===== src/sv/erv_pkg.sv =====
package erv_pkg;

    // Record delimiters
    localparam logic [7:0] CHAR_COLON = 8'h3A;
    localparam logic [7:0] CHAR_DOT   = 8'h2E;

    // Saturation point of the per-record byte count
    localparam logic [8:0] TOTAL_MAX  = 9'd511;

    // One input beat: a record byte and its last-byte flag
    typedef struct packed {
        logic [7:0] char_code;
        logic       end_of_record;
    } t_in_beat;

    // One result beat: verdict and length of a finished record
    typedef struct packed {
        logic       record_ok;
        logic [8:0] record_length;
    } t_out_beat;

    // Letters and white space (space, tab through carriage return)
    function automatic logic is_label_char(input logic [7:0] c);
        is_label_char = (c inside {[8'd65:8'd90], [8'd97:8'd122], 8'd32, [8'd9:8'd13]});
    endfunction

    function automatic logic is_digit_char(input logic [7:0] c);
        is_digit_char = (c inside {[8'd48:8'd57]});
    endfunction

endpackage


===== src/sv/edge_record_validator.sv =====
// Channel | Direction | Handshake                   | Payload
// in      | input     | i_in_valid / o_in_stall     | i_in_beat  (char_code, end_of_record)
// out     | output    | o_out_valid / i_out_stall   | o_out_beat (record_ok, record_length)
//
// One byte per cycle while o_in_stall is low; a last byte passes the input register, then its
// result is taken into the result register. The byte parser between the two is combinational.
// Reset (i_rst_n low, synchronous) empties both registers and returns the parser to the
// first label. A stalled result blocks only a last byte behind it; other bytes keep
// flowing into the parser, so o_in_stall rises only when a last byte meets a held result.
module edge_record_validator #(
    parameter int MAX_LABEL    = 128,
    parameter int KM_FIELD_LEN = 8
) (
    input  logic               i_clk,
    input  logic               i_rst_n,
    input  logic               i_in_valid,
    output logic               o_in_stall,
    input  erv_pkg::t_in_beat  i_in_beat,
    output logic               o_out_valid,
    input  logic               i_out_stall,
    output erv_pkg::t_out_beat o_out_beat
);

    logic               r_in_valid;
    erv_pkg::t_in_beat  r_in_beat;
    logic               r_out_valid;
    erv_pkg::t_out_beat r_out_beat;

    logic               out_free;
    logic               advance;
    logic               fire;
    logic               in_take;
    logic               res_valid;
    erv_pkg::t_out_beat res;

    // Pipeline control
    assign out_free   = !r_out_valid || !i_out_stall;
    assign advance    = !r_in_beat.end_of_record || out_free;
    assign fire       = r_in_valid && advance;
    assign o_in_stall = r_in_valid && !advance;
    assign in_take    = i_in_valid && !o_in_stall;

    // Input register
    always_ff @(posedge i_clk) begin
        if (!i_rst_n) begin
            r_in_valid <= 1'b0;
        end else if (!o_in_stall) begin
            r_in_valid <= i_in_valid;
        end
    end

    always_ff @(posedge i_clk) begin
        if (in_take) begin
            r_in_beat <= i_in_beat;
        end
    end

    erv_fsm #(
        .MAX_LABEL    (MAX_LABEL),
        .KM_FIELD_LEN (KM_FIELD_LEN)
    ) u_fsm (
        .i_clk       (i_clk),
        .i_rst_n     (i_rst_n),
        .i_fire      (fire),
        .i_beat      (r_in_beat),
        .o_res_valid (res_valid),
        .o_res       (res)
    );

    // Result register
    always_ff @(posedge i_clk) begin
        if (!i_rst_n) begin
            r_out_valid <= 1'b0;
        end else if (out_free) begin
            r_out_valid <= res_valid;
        end
    end

    always_ff @(posedge i_clk) begin
        if (res_valid) begin
            r_out_beat <= res;
        end
    end

    assign o_out_valid = r_out_valid;
    assign o_out_beat  = r_out_beat;

    // a rejected record carries no length
    a_bad_zero_len: assert property (@(posedge i_clk) disable iff (!i_rst_n)
        (o_out_valid && !o_out_beat.record_ok) |-> (o_out_beat.record_length == 9'd0))
        else $error("rejected record with nonzero length");

    // input stalls only for a last byte waiting on a held result
    a_stall_cause: assert property (@(posedge i_clk) disable iff (!i_rst_n)
        o_in_stall |-> (r_in_valid && r_in_beat.end_of_record && r_out_valid && i_out_stall))
        else $error("input stalled without a blocked result");

    // a finished record is never dropped into a held result register
    a_no_overwrite: assert property (@(posedge i_clk) disable iff (!i_rst_n)
        res_valid |-> out_free)
        else $error("result produced while output held");

endmodule


===== src/sv/erv_fsm.sv =====
module erv_fsm #(
    parameter int MAX_LABEL    = 128,
    parameter int KM_FIELD_LEN = 8
) (
    input  logic               i_clk,
    input  logic               i_rst_n,
    input  logic               i_fire,
    input  erv_pkg::t_in_beat  i_beat,
    output logic               o_res_valid,
    output erv_pkg::t_out_beat o_res
);

    localparam logic [7:0] LABEL_LIMIT = 8'(MAX_LABEL);
    localparam logic [7:0] INT_LIMIT   = 8'(KM_FIELD_LEN - 2);

    typedef enum logic [2:0] {
        PH_LABEL1,
        PH_LABEL2,
        PH_INT,
        PH_FRAC,
        PH_DONE,
        PH_ERR
    } t_phase;

    t_phase     r_phase, n_phase;
    logic [7:0] r_field_count, n_field_count;
    logic [8:0] r_char_total, n_char_total;
    logic [7:0] c;
    t_phase     ph_in;

    // Per-byte state update
    always_comb begin
        c             = i_beat.char_code;
        n_field_count = r_field_count;
        n_char_total  = r_char_total;
        ph_in         = r_phase;

        // byte count saturates; overflow latches the error
        if (r_char_total >= erv_pkg::TOTAL_MAX) begin
            ph_in = PH_ERR;
        end else begin
            n_char_total = r_char_total + 9'd1;
        end

        n_phase = ph_in;
        case (ph_in)
            PH_LABEL1, PH_LABEL2: begin
                if (c == erv_pkg::CHAR_COLON) begin
                    n_phase       = (ph_in == PH_LABEL1) ? PH_LABEL2 : PH_INT;
                    n_field_count = '0;
                end else if (r_field_count >= LABEL_LIMIT || !erv_pkg::is_label_char(c)) begin
                    n_phase = PH_ERR;
                end else begin
                    n_field_count = r_field_count + 8'd1;
                end
            end
            PH_INT: begin
                if (c == erv_pkg::CHAR_DOT) begin
                    n_phase       = PH_FRAC;
                    n_field_count = '0;
                end else if (r_field_count >= INT_LIMIT || !erv_pkg::is_digit_char(c)) begin
                    n_phase = PH_ERR;
                end else begin
                    n_field_count = r_field_count + 8'd1;
                end
            end
            PH_FRAC: begin
                n_phase = erv_pkg::is_digit_char(c) ? PH_DONE : PH_ERR;
            end
            default: begin
                n_phase = PH_ERR;
            end
        endcase
    end

    // Verdict on the last byte
    assign o_res_valid          = i_fire && i_beat.end_of_record;
    assign o_res.record_ok      = (n_phase == PH_DONE);
    assign o_res.record_length  = (n_phase == PH_DONE) ? n_char_total : 9'd0;

    // State registers; cleared after each record
    always_ff @(posedge i_clk) begin
        if (!i_rst_n) begin
            r_phase       <= PH_LABEL1;
            r_field_count <= '0;
            r_char_total  <= '0;
        end else if (i_fire) begin
            if (i_beat.end_of_record) begin
                r_phase       <= PH_LABEL1;
                r_field_count <= '0;
                r_char_total  <= '0;
            end else begin
                r_phase       <= n_phase;
                r_field_count <= n_field_count;
                r_char_total  <= n_char_total;
            end
        end
    end

    // shortest valid record is "::.d"
    a_min_len: assert property (@(posedge i_clk) disable iff (!i_rst_n)
        (o_res_valid && o_res.record_ok) |-> (o_res.record_length >= 9'd4))
        else $error("valid record shorter than four bytes");

    // label counter never passes its limit
    a_label_bound: assert property (@(posedge i_clk) disable iff (!i_rst_n)
        (r_phase == PH_LABEL1 || r_phase == PH_LABEL2) |-> (r_field_count <= LABEL_LIMIT))
        else $error("label count beyond limit");

    // integer counter never passes its limit
    a_int_bound: assert property (@(posedge i_clk) disable iff (!i_rst_n)
        (r_phase == PH_INT) |-> (r_field_count <= INT_LIMIT))
        else $error("integer digit count beyond limit");

    // a last byte always returns the parser to its start
    a_restart: assert property (@(posedge i_clk) disable iff (!i_rst_n)
        o_res_valid |=> (r_phase == PH_LABEL1 && r_char_total == 9'd0))
        else $error("parser not restarted after record end");

endmodule

===== config.mk =====
export PLATFORM = sky130hd
export DESIGN_NAME = edge_record_validator
export DESIGN_NICKNAME = d
export VERILOG_FILES = /design/src/sv/erv_pkg.sv /design/src/sv/edge_record_validator.sv /design/src/sv/erv_fsm.sv
export SDC_FILE = /design/constraint.sdc
export NUM_CORES = 1
export LEC_CHECK = 0
export BUFFER_PORTS_ARGS = -buffer_cell sky130_fd_sc_hd__buf_2
export CAP_MARGIN = 20
export CELL_PAD_IN_SITES_DETAIL_PLACEMENT = 0
export CELL_PAD_IN_SITES_GLOBAL_PLACEMENT = 1
export CORE_MARGIN = 2
export CORE_UTILIZATION = 40
export CTS_CLUSTER_SIZE = 8
export DETAILED_ROUTE_END_ITERATION = 7
export PLACE_DENSITY_LB_ADDON = 0.1
export RECOVER_POWER = 100
export SYNTH_ARGS = -nofsm -noshare
export SYNTH_HDL_FRONTEND = slang
export SYNTH_SLANG_ARGS = --single-unit

===== constraint.sdc =====
create_clock -name i_clk -period 4.95 [get_ports i_clk]
set_clock_uncertainty 0.15 [all_clocks]
set_input_delay 0.2475 -clock i_clk [delete_from_list [all_inputs] [get_ports i_clk]]
set_output_delay 0.2475 -clock i_clk [all_outputs]
set_load 0.005 [all_outputs]

Word level (Yosys, flattened, before mapping)
Index checks and enable logic that the tools add are counted.

cells by class
  magnitude comparators = 11
  reductions and logical operators = 24
  eq/ne operators = 9
  muxes and demuxes = 17
  add/sub/neg operators = 2

operators with widths
  kind                   count
  $mux W8                5
  $eq A8 B6 Y1 const B   3
  $mux W3                6
  $mux W9                2
  $ge A8 B7 Y1 const B   2
  $le A8 B7 Y1 const B   2
  $pmux W8 S2            1
  $add A9 B1 Y9 const B  1
  $ge A9 B9 Y1 const B   1
  $pmux W3 S3            1
  $add A8 B1 Y8 const B  1
  $ge A8 B3 Y1 const B   1
  $ge A8 B4 Y1 const B   1
  $ge A8 B6 Y1 const B   1
  $ge A8 B8 Y1 const B   1
  $le A8 B4 Y1 const B   1
  $le A8 B6 Y1 const B   1
  $logic_and A1 B1 Y1    8
  $ne A4 B3 Y1 const B   2
  $logic_not A1 Y1       7
  $eq A3 B2 Y1 const B   2
  $logic_or A1 B1 Y1     4
  $reduce_and A4 Y1      1
  $reduce_bool A4 Y1     1
  7 further kinds        7

word-level totals
  output and inout bits = 12
  input bits = 13
  flip-flop bits (word level) = 41
  word-level logic and storage cells = 72

Longest topological paths before layout
  depth in word-level cells = 9
  depth in mapped cells = 11
  gate-level depth less buffers = 10

Modules after synthesis
A second synthesis with hierarchy kept.

unflattened totals
  cells, all modules = 226
  area, all modules = 2223.4 um2

modules (own cells, without submodules)
  module                 times used  cells each  area each (um2)
  erv_fsm                1           198         1566.5
  edge_record_validator  1           28          656.9

Worst setup path before layout
No wires, ideal clock.

  path kind = reg2reg
  from = register u_fsm.r_char_total[0]
  to = register u_fsm.r_phase[0]
  required time = 4.678 ns
  arrival time = 2.302 ns
  stages on the path, launching flop included = 11
  setup time = 0.122 ns
  slack = 2.376 ns
  cell sequence = dfxtp_1 ha_1 nand3_1 nor2_1 ha_1 inv_1 o31ai_1 or4b_2 a21oi_2 nor4_1 a311o_1

between the ends
  longest elaborated chain between the ends = 7

RTL lines
  what                    RTL line                      RTL
  start, declared         erv_fsm.sv:27                 logic [8:0] r_char_total, n_char_total;
  start signal, assigned  erv_fsm.sv:95                 r_char_total <= n_char_total;
  $ge A9 B9 Y1 *          erv_fsm.sv:39                 if (r_char_total >= erv_pkg::TOTAL_MAX) begin
  $mux W3 *               erv_fsm.sv:39
  $logic_not A3 Y1        erv_fsm.sv:46, erv_fsm.sv:49
  $mux W2                 erv_fsm.sv:49                 n_phase = (ph_in == PH_LABEL1) ? PH_LABEL2 : PH_INT;
  $mux W3                 erv_fsm.sv:48                 if (c == erv_pkg::CHAR_COLON) begin
  $pmux W3 S3 *           erv_fsm.sv:46                 case (ph_in)
  $mux W3 *               erv_fsm.sv:88                 if (i_beat.end_of_record) begin
  end signal, assigned    erv_fsm.sv:93                 r_phase <= n_phase;
  end, declared           erv_fsm.sv:25                 t_phase r_phase, n_phase;

Mark *: on every way between the ends. The rest lies on a longest branch, timed or not.
A chain may end at the register's enable or synchronous reset.

Worst setup path after layout
  from = register u_fsm.r_char_total[5]
  to = register u_fsm.r_field_count[0]

between the ends
  longest elaborated chain between the ends = 6

RTL lines
  what                                                           RTL line       RTL
  $ge A9 B9 Y1 *                                                 erv_fsm.sv:39
  $mux W3 *                                                      erv_fsm.sv:39
  $eq A3 B1 Y1 / $logic_not A3 Y1 (equally long branches)        erv_fsm.sv:46
  $reduce_or A2 Y1                                               erv_fsm.sv:46
  $ne A4 B3 Y1 (no line), or another cell as far along           n/a
  $reduce_and A4 Y1 (no line) / $mux W8 (equally long branches)  n/a
  end signal, assigned                                           erv_fsm.sv:94  r_field_count <= n_field_count;
  end, declared                                                  erv_fsm.sv:26  logic [7:0] r_field_count, n_field_count;

Marks and branches as above.

==> flow_summary.toml <==
[placed_design]
placed_cell_area_um2 = 2390
gp_congestion = 0.770
post-place-ws_ns = 2.08
place_inst = 315
portBuffers = 24
post-dp-hpwl_um = 3360

[yosys]
synthDominantCellAreaShare_pct = 25.6
synthArstFlopShare_pct = 0
ys_seq_elements = 41
yosys-top-cells-area = "edfxtp_1 (26%), dfxtp_1 (20%), nor2_1 (4.9%)"
syn-cell-area_um2 = 2220
synth_flop_cell = "dfxtp_1"
syn_avg_cell_area_um2 = 9.80
yosysSeqAreaShare_pct = 45.4
synthCells = 227
synth-edff-count = 19
yosysTopAreaCell = "edfxtp_1"
synth.net_count = 244
yosysWarnings = 0
synthDistinctLibCells = 59

[route]
drt_pre_antenna_iters = 4
routed_wl_um = 4740
first_iter_violations = 99
vias = 1805
ant_nets = 0
post-route-drc-count = 0
wire_per_inst_um = 14.3
vias_per_cell = 5.44

[floorplanning]
rows = 27
core-area_um2 = 5440
die_h_um = 78.6
io_pins = 25
die-area_um2 = 6170
start_util_pct = 40.9
die_width_um = 78.6

[global_routing]
track_usage_pct = 16.6
grt_pass1_wl_um = 8110
grt-ovfl-total = 0
grt_pass1_vias = 1651
grt_antenna_before_repair = 0
grt_max_degree = 17

[sta]
drv_slew = 0
max_freq_ghz = 0.273
timing.final.crit_share_pct = 74.0
rsz0062_at_grt = "false"
setup_viol = 0
finalSetupTns_ns = 0
fin_ws_ns = 1.29
hold_viol = 0
post-route-min-period_ns = 3.66
worstMarginPinSlew_ns = 1.33
max_slew_margin_pct = 10.4

[power]
leakage_uw = 0.000929
power_uw = 667
powerDensity_nw_per_um2 = 263
ir_drop_mv = 0.123

[final_layout]
syn2layout_area_growth_pct = 14.1
drive_above_1_share_pct = 14.6
layout.nets = 276
fill_cells = 559
final_area_um2 = 2540
layout.cells.non_filler = 332
n_antenna_cell = 0

[clock_network]
clkLatencyLatePin_ns = 0.29
postCtsSetupBuffers = 0
htree_levels = 2
clock_sinks = 41
cts_made_buffers = 5
cts.path.max_buffers = 2
path_clk_slew_ns = 0.08
cts_tree = "done"
cts_root_buffer = "clkbuf_8"

[worst_setup_path]
critPathCaptureType = "register"
cp_slowest_stage_delay_ns = 1.05
critPathTopFamily = "simple AND/OR/NAND/NOR gates"
cp_slowest_cell = "nor4b_1"
critPathMaxFanout = 8
cp.required_ns = 5.03
worstPathArrival_ns = 3.75
path_class = "reg -> reg"
path_cells = "nand4_1 > o31ai_1 > nor2_1 > a21o_1 > nor4b_1 > mux2_2"
critical_path.startpoint_type = "register"
cp_num_buf_inv = 0

[outcome]
status = "complete, no violations"

[flow_run]
maxCapViolations = 0

[worst_hold_path]
hp-class = "in -> reg"
-- worst reg2reg max path: cells and delay by family, from the launching register on --
family	cells	cell delay, ns
AND/OR/NAND/NOR	3	1.57
AO/OA/AOI/OAI	2	1.10
flip-flops	1	0.48
multiplexers	1	0.32
-- cell usage in the layout (no fill, tap or decap), types with 3 or more instances in the layout --
master | netlist | layout
a21o_1 | 3 | 3
a21oi_1 | 9 | 10
a221o_1 | 5 | 5
a31oi_1 | 4 | 4
and3_1 | 8 | 8
buf_2 | 1 | 19
clkbuf_1 | 5 | 4
clkbuf_8 | 0 | 7
dfxtp_1 | 22 | 22
dlygate4sd3_1 | 0 | 9
edfxtp_1 | 19 | 19
ha_1 | 4 | 4
inv_1 | 6 | 6
nand2_1 | 13 | 13
nand3_1 | 8 | 8
nor2_1 | 29 | 29
nor3_1 | 16 | 16
nor4_1 | 3 | 3
nor4b_1 | 2 | 3
o21ai_0 | 11 | 11
o31ai_1 | 2 | 3
or3_1 | 5 | 5
xnor2_1 | 3 | 3
xor2_1 | 3 | 3
-- through the flow --
stage / utilization, % / hold slack, ns
global route: 46.7 / 0.0377
global placement: 44.0 / 0.274
CTS: 47.6 / 0.0144
detailed placement: 44.0 / 0.276
floorplan: - / 0.196
finish: 46.7 / 0.0279
-- final timing paths --
| path | from | cells past startpoint | slack (ns) | to |
|---|---|---|---|---|
| setup / recovery | u_fsm.r_char_total[5] | 6 | 1.29 | u_fsm.r_field_count[0] |
| hold / removal | i_in_valid | 3 | 0.03 | r_in_valid |
| setup reg to reg | u_fsm.r_char_total[5] | 6 | 1.29 | u_fsm.r_field_count[0] |
| hold reg to reg | o_out_valid | 2 | 0.32 | o_out_valid |
-- cell usage after synthesis (2+ instances only) --
| library cell | number |
|---|---|
| nand3_1 | 8 |
| and3_1 | 8 |
| nand2_1 | 13 |
| a21oi_2 | 2 |
| or3_1 | 5 |
| a21oi_1 | 9 |
| clkbuf_1 | 5 |
| xor2_1 | 3 |
| nor4_1 | 3 |
| nand3b_1 | 2 |
| nand4bb_1 | 2 |
| a221o_1 | 5 |
| nor2b_1 | 2 |
| nor4b_1 | 2 |
| nor3_1 | 16 |
| dfxtp_1 | 22 |
| nor2_1 | 29 |
| a32oi_1 | 2 |
| a21o_1 | 3 |
| or2_2 | 2 |
| edfxtp_1 | 19 |
| ha_1 | 4 |
| o21a_1 | 2 |
| inv_1 | 6 |
| a22oi_1 | 2 |
| a31oi_1 | 4 |
| xnor2_1 | 3 |
| o21ai_0 | 11 |
| a32o_1 | 2 |
| o31ai_1 | 2 |
-- registers in the layout, indices dropped and copies added (netlist names) --
signal / count
o_out_beat: 10
r_in_beat: 9
u_fsm.r_char_total: 9
u_fsm.r_field_count: 8
u_fsm.r_phase: 3
o_out_valid: 1
r_in_valid: 1
-- where the power goes --
group	switching (uW)	internal [uW]	total (uW)	leakage, uW
clock network	114	126	240	0.0000542
registers	9.74	363	373	0.000361
logic	30.6	23.4	54.0	0.000514
-- logic make-up (layout without fill, tap and decap cells) --
| group | after synthesis | after routing | share of synthesized area [%] |
|---|---|---|---|
| simple gates | 101 | 101 | 24.8 |
| compound gates | 59 | 59 | 21.4 |
| flops | 41 | 41 | 45.4 |
| buf+inv | 14 | 47 | 2.81 |
| xor+xnor | 6 | 6 | 2.36 |
| fa+ha+maj | 4 | 4 | 2.25 |
| mux | 2 | 2 | 0.956 |
-- layout make-up --
class                   instances  area, um2  share of cell area (%)
inverters                       6       22.5                   0.887
repair buffers                 33        205                    8.08
clock buffers                   7       96.3                    3.79
multi-input cells             172       1110                    43.7
well taps                      72       90.1                    3.55
flip-flops and latches         41       1010                    39.8
clock inverters                 1       5.00                   0.197
-- repair_timing --
| action | CTS | global route |
|---|---|---|
| resized for setup | 0 | 0 |
| hold endpoints to repair | 9 | 0 |
| hold buffers | 9 | 0 |
-- per-layer routing --
layer | part of all wire (%) | global-route usage, % | vias to the layer above
met5 | 0 | 0 | -
met4 | 0.17 | 3.68 | 0
met3 | 2.7 | 4.14 | 2
met2 | 48 | 26.8 | 32
met1 | 49 | 22.4 | 844
li1 | - | - | 927
Note: power is estimated with default switching activity, not from simulation.
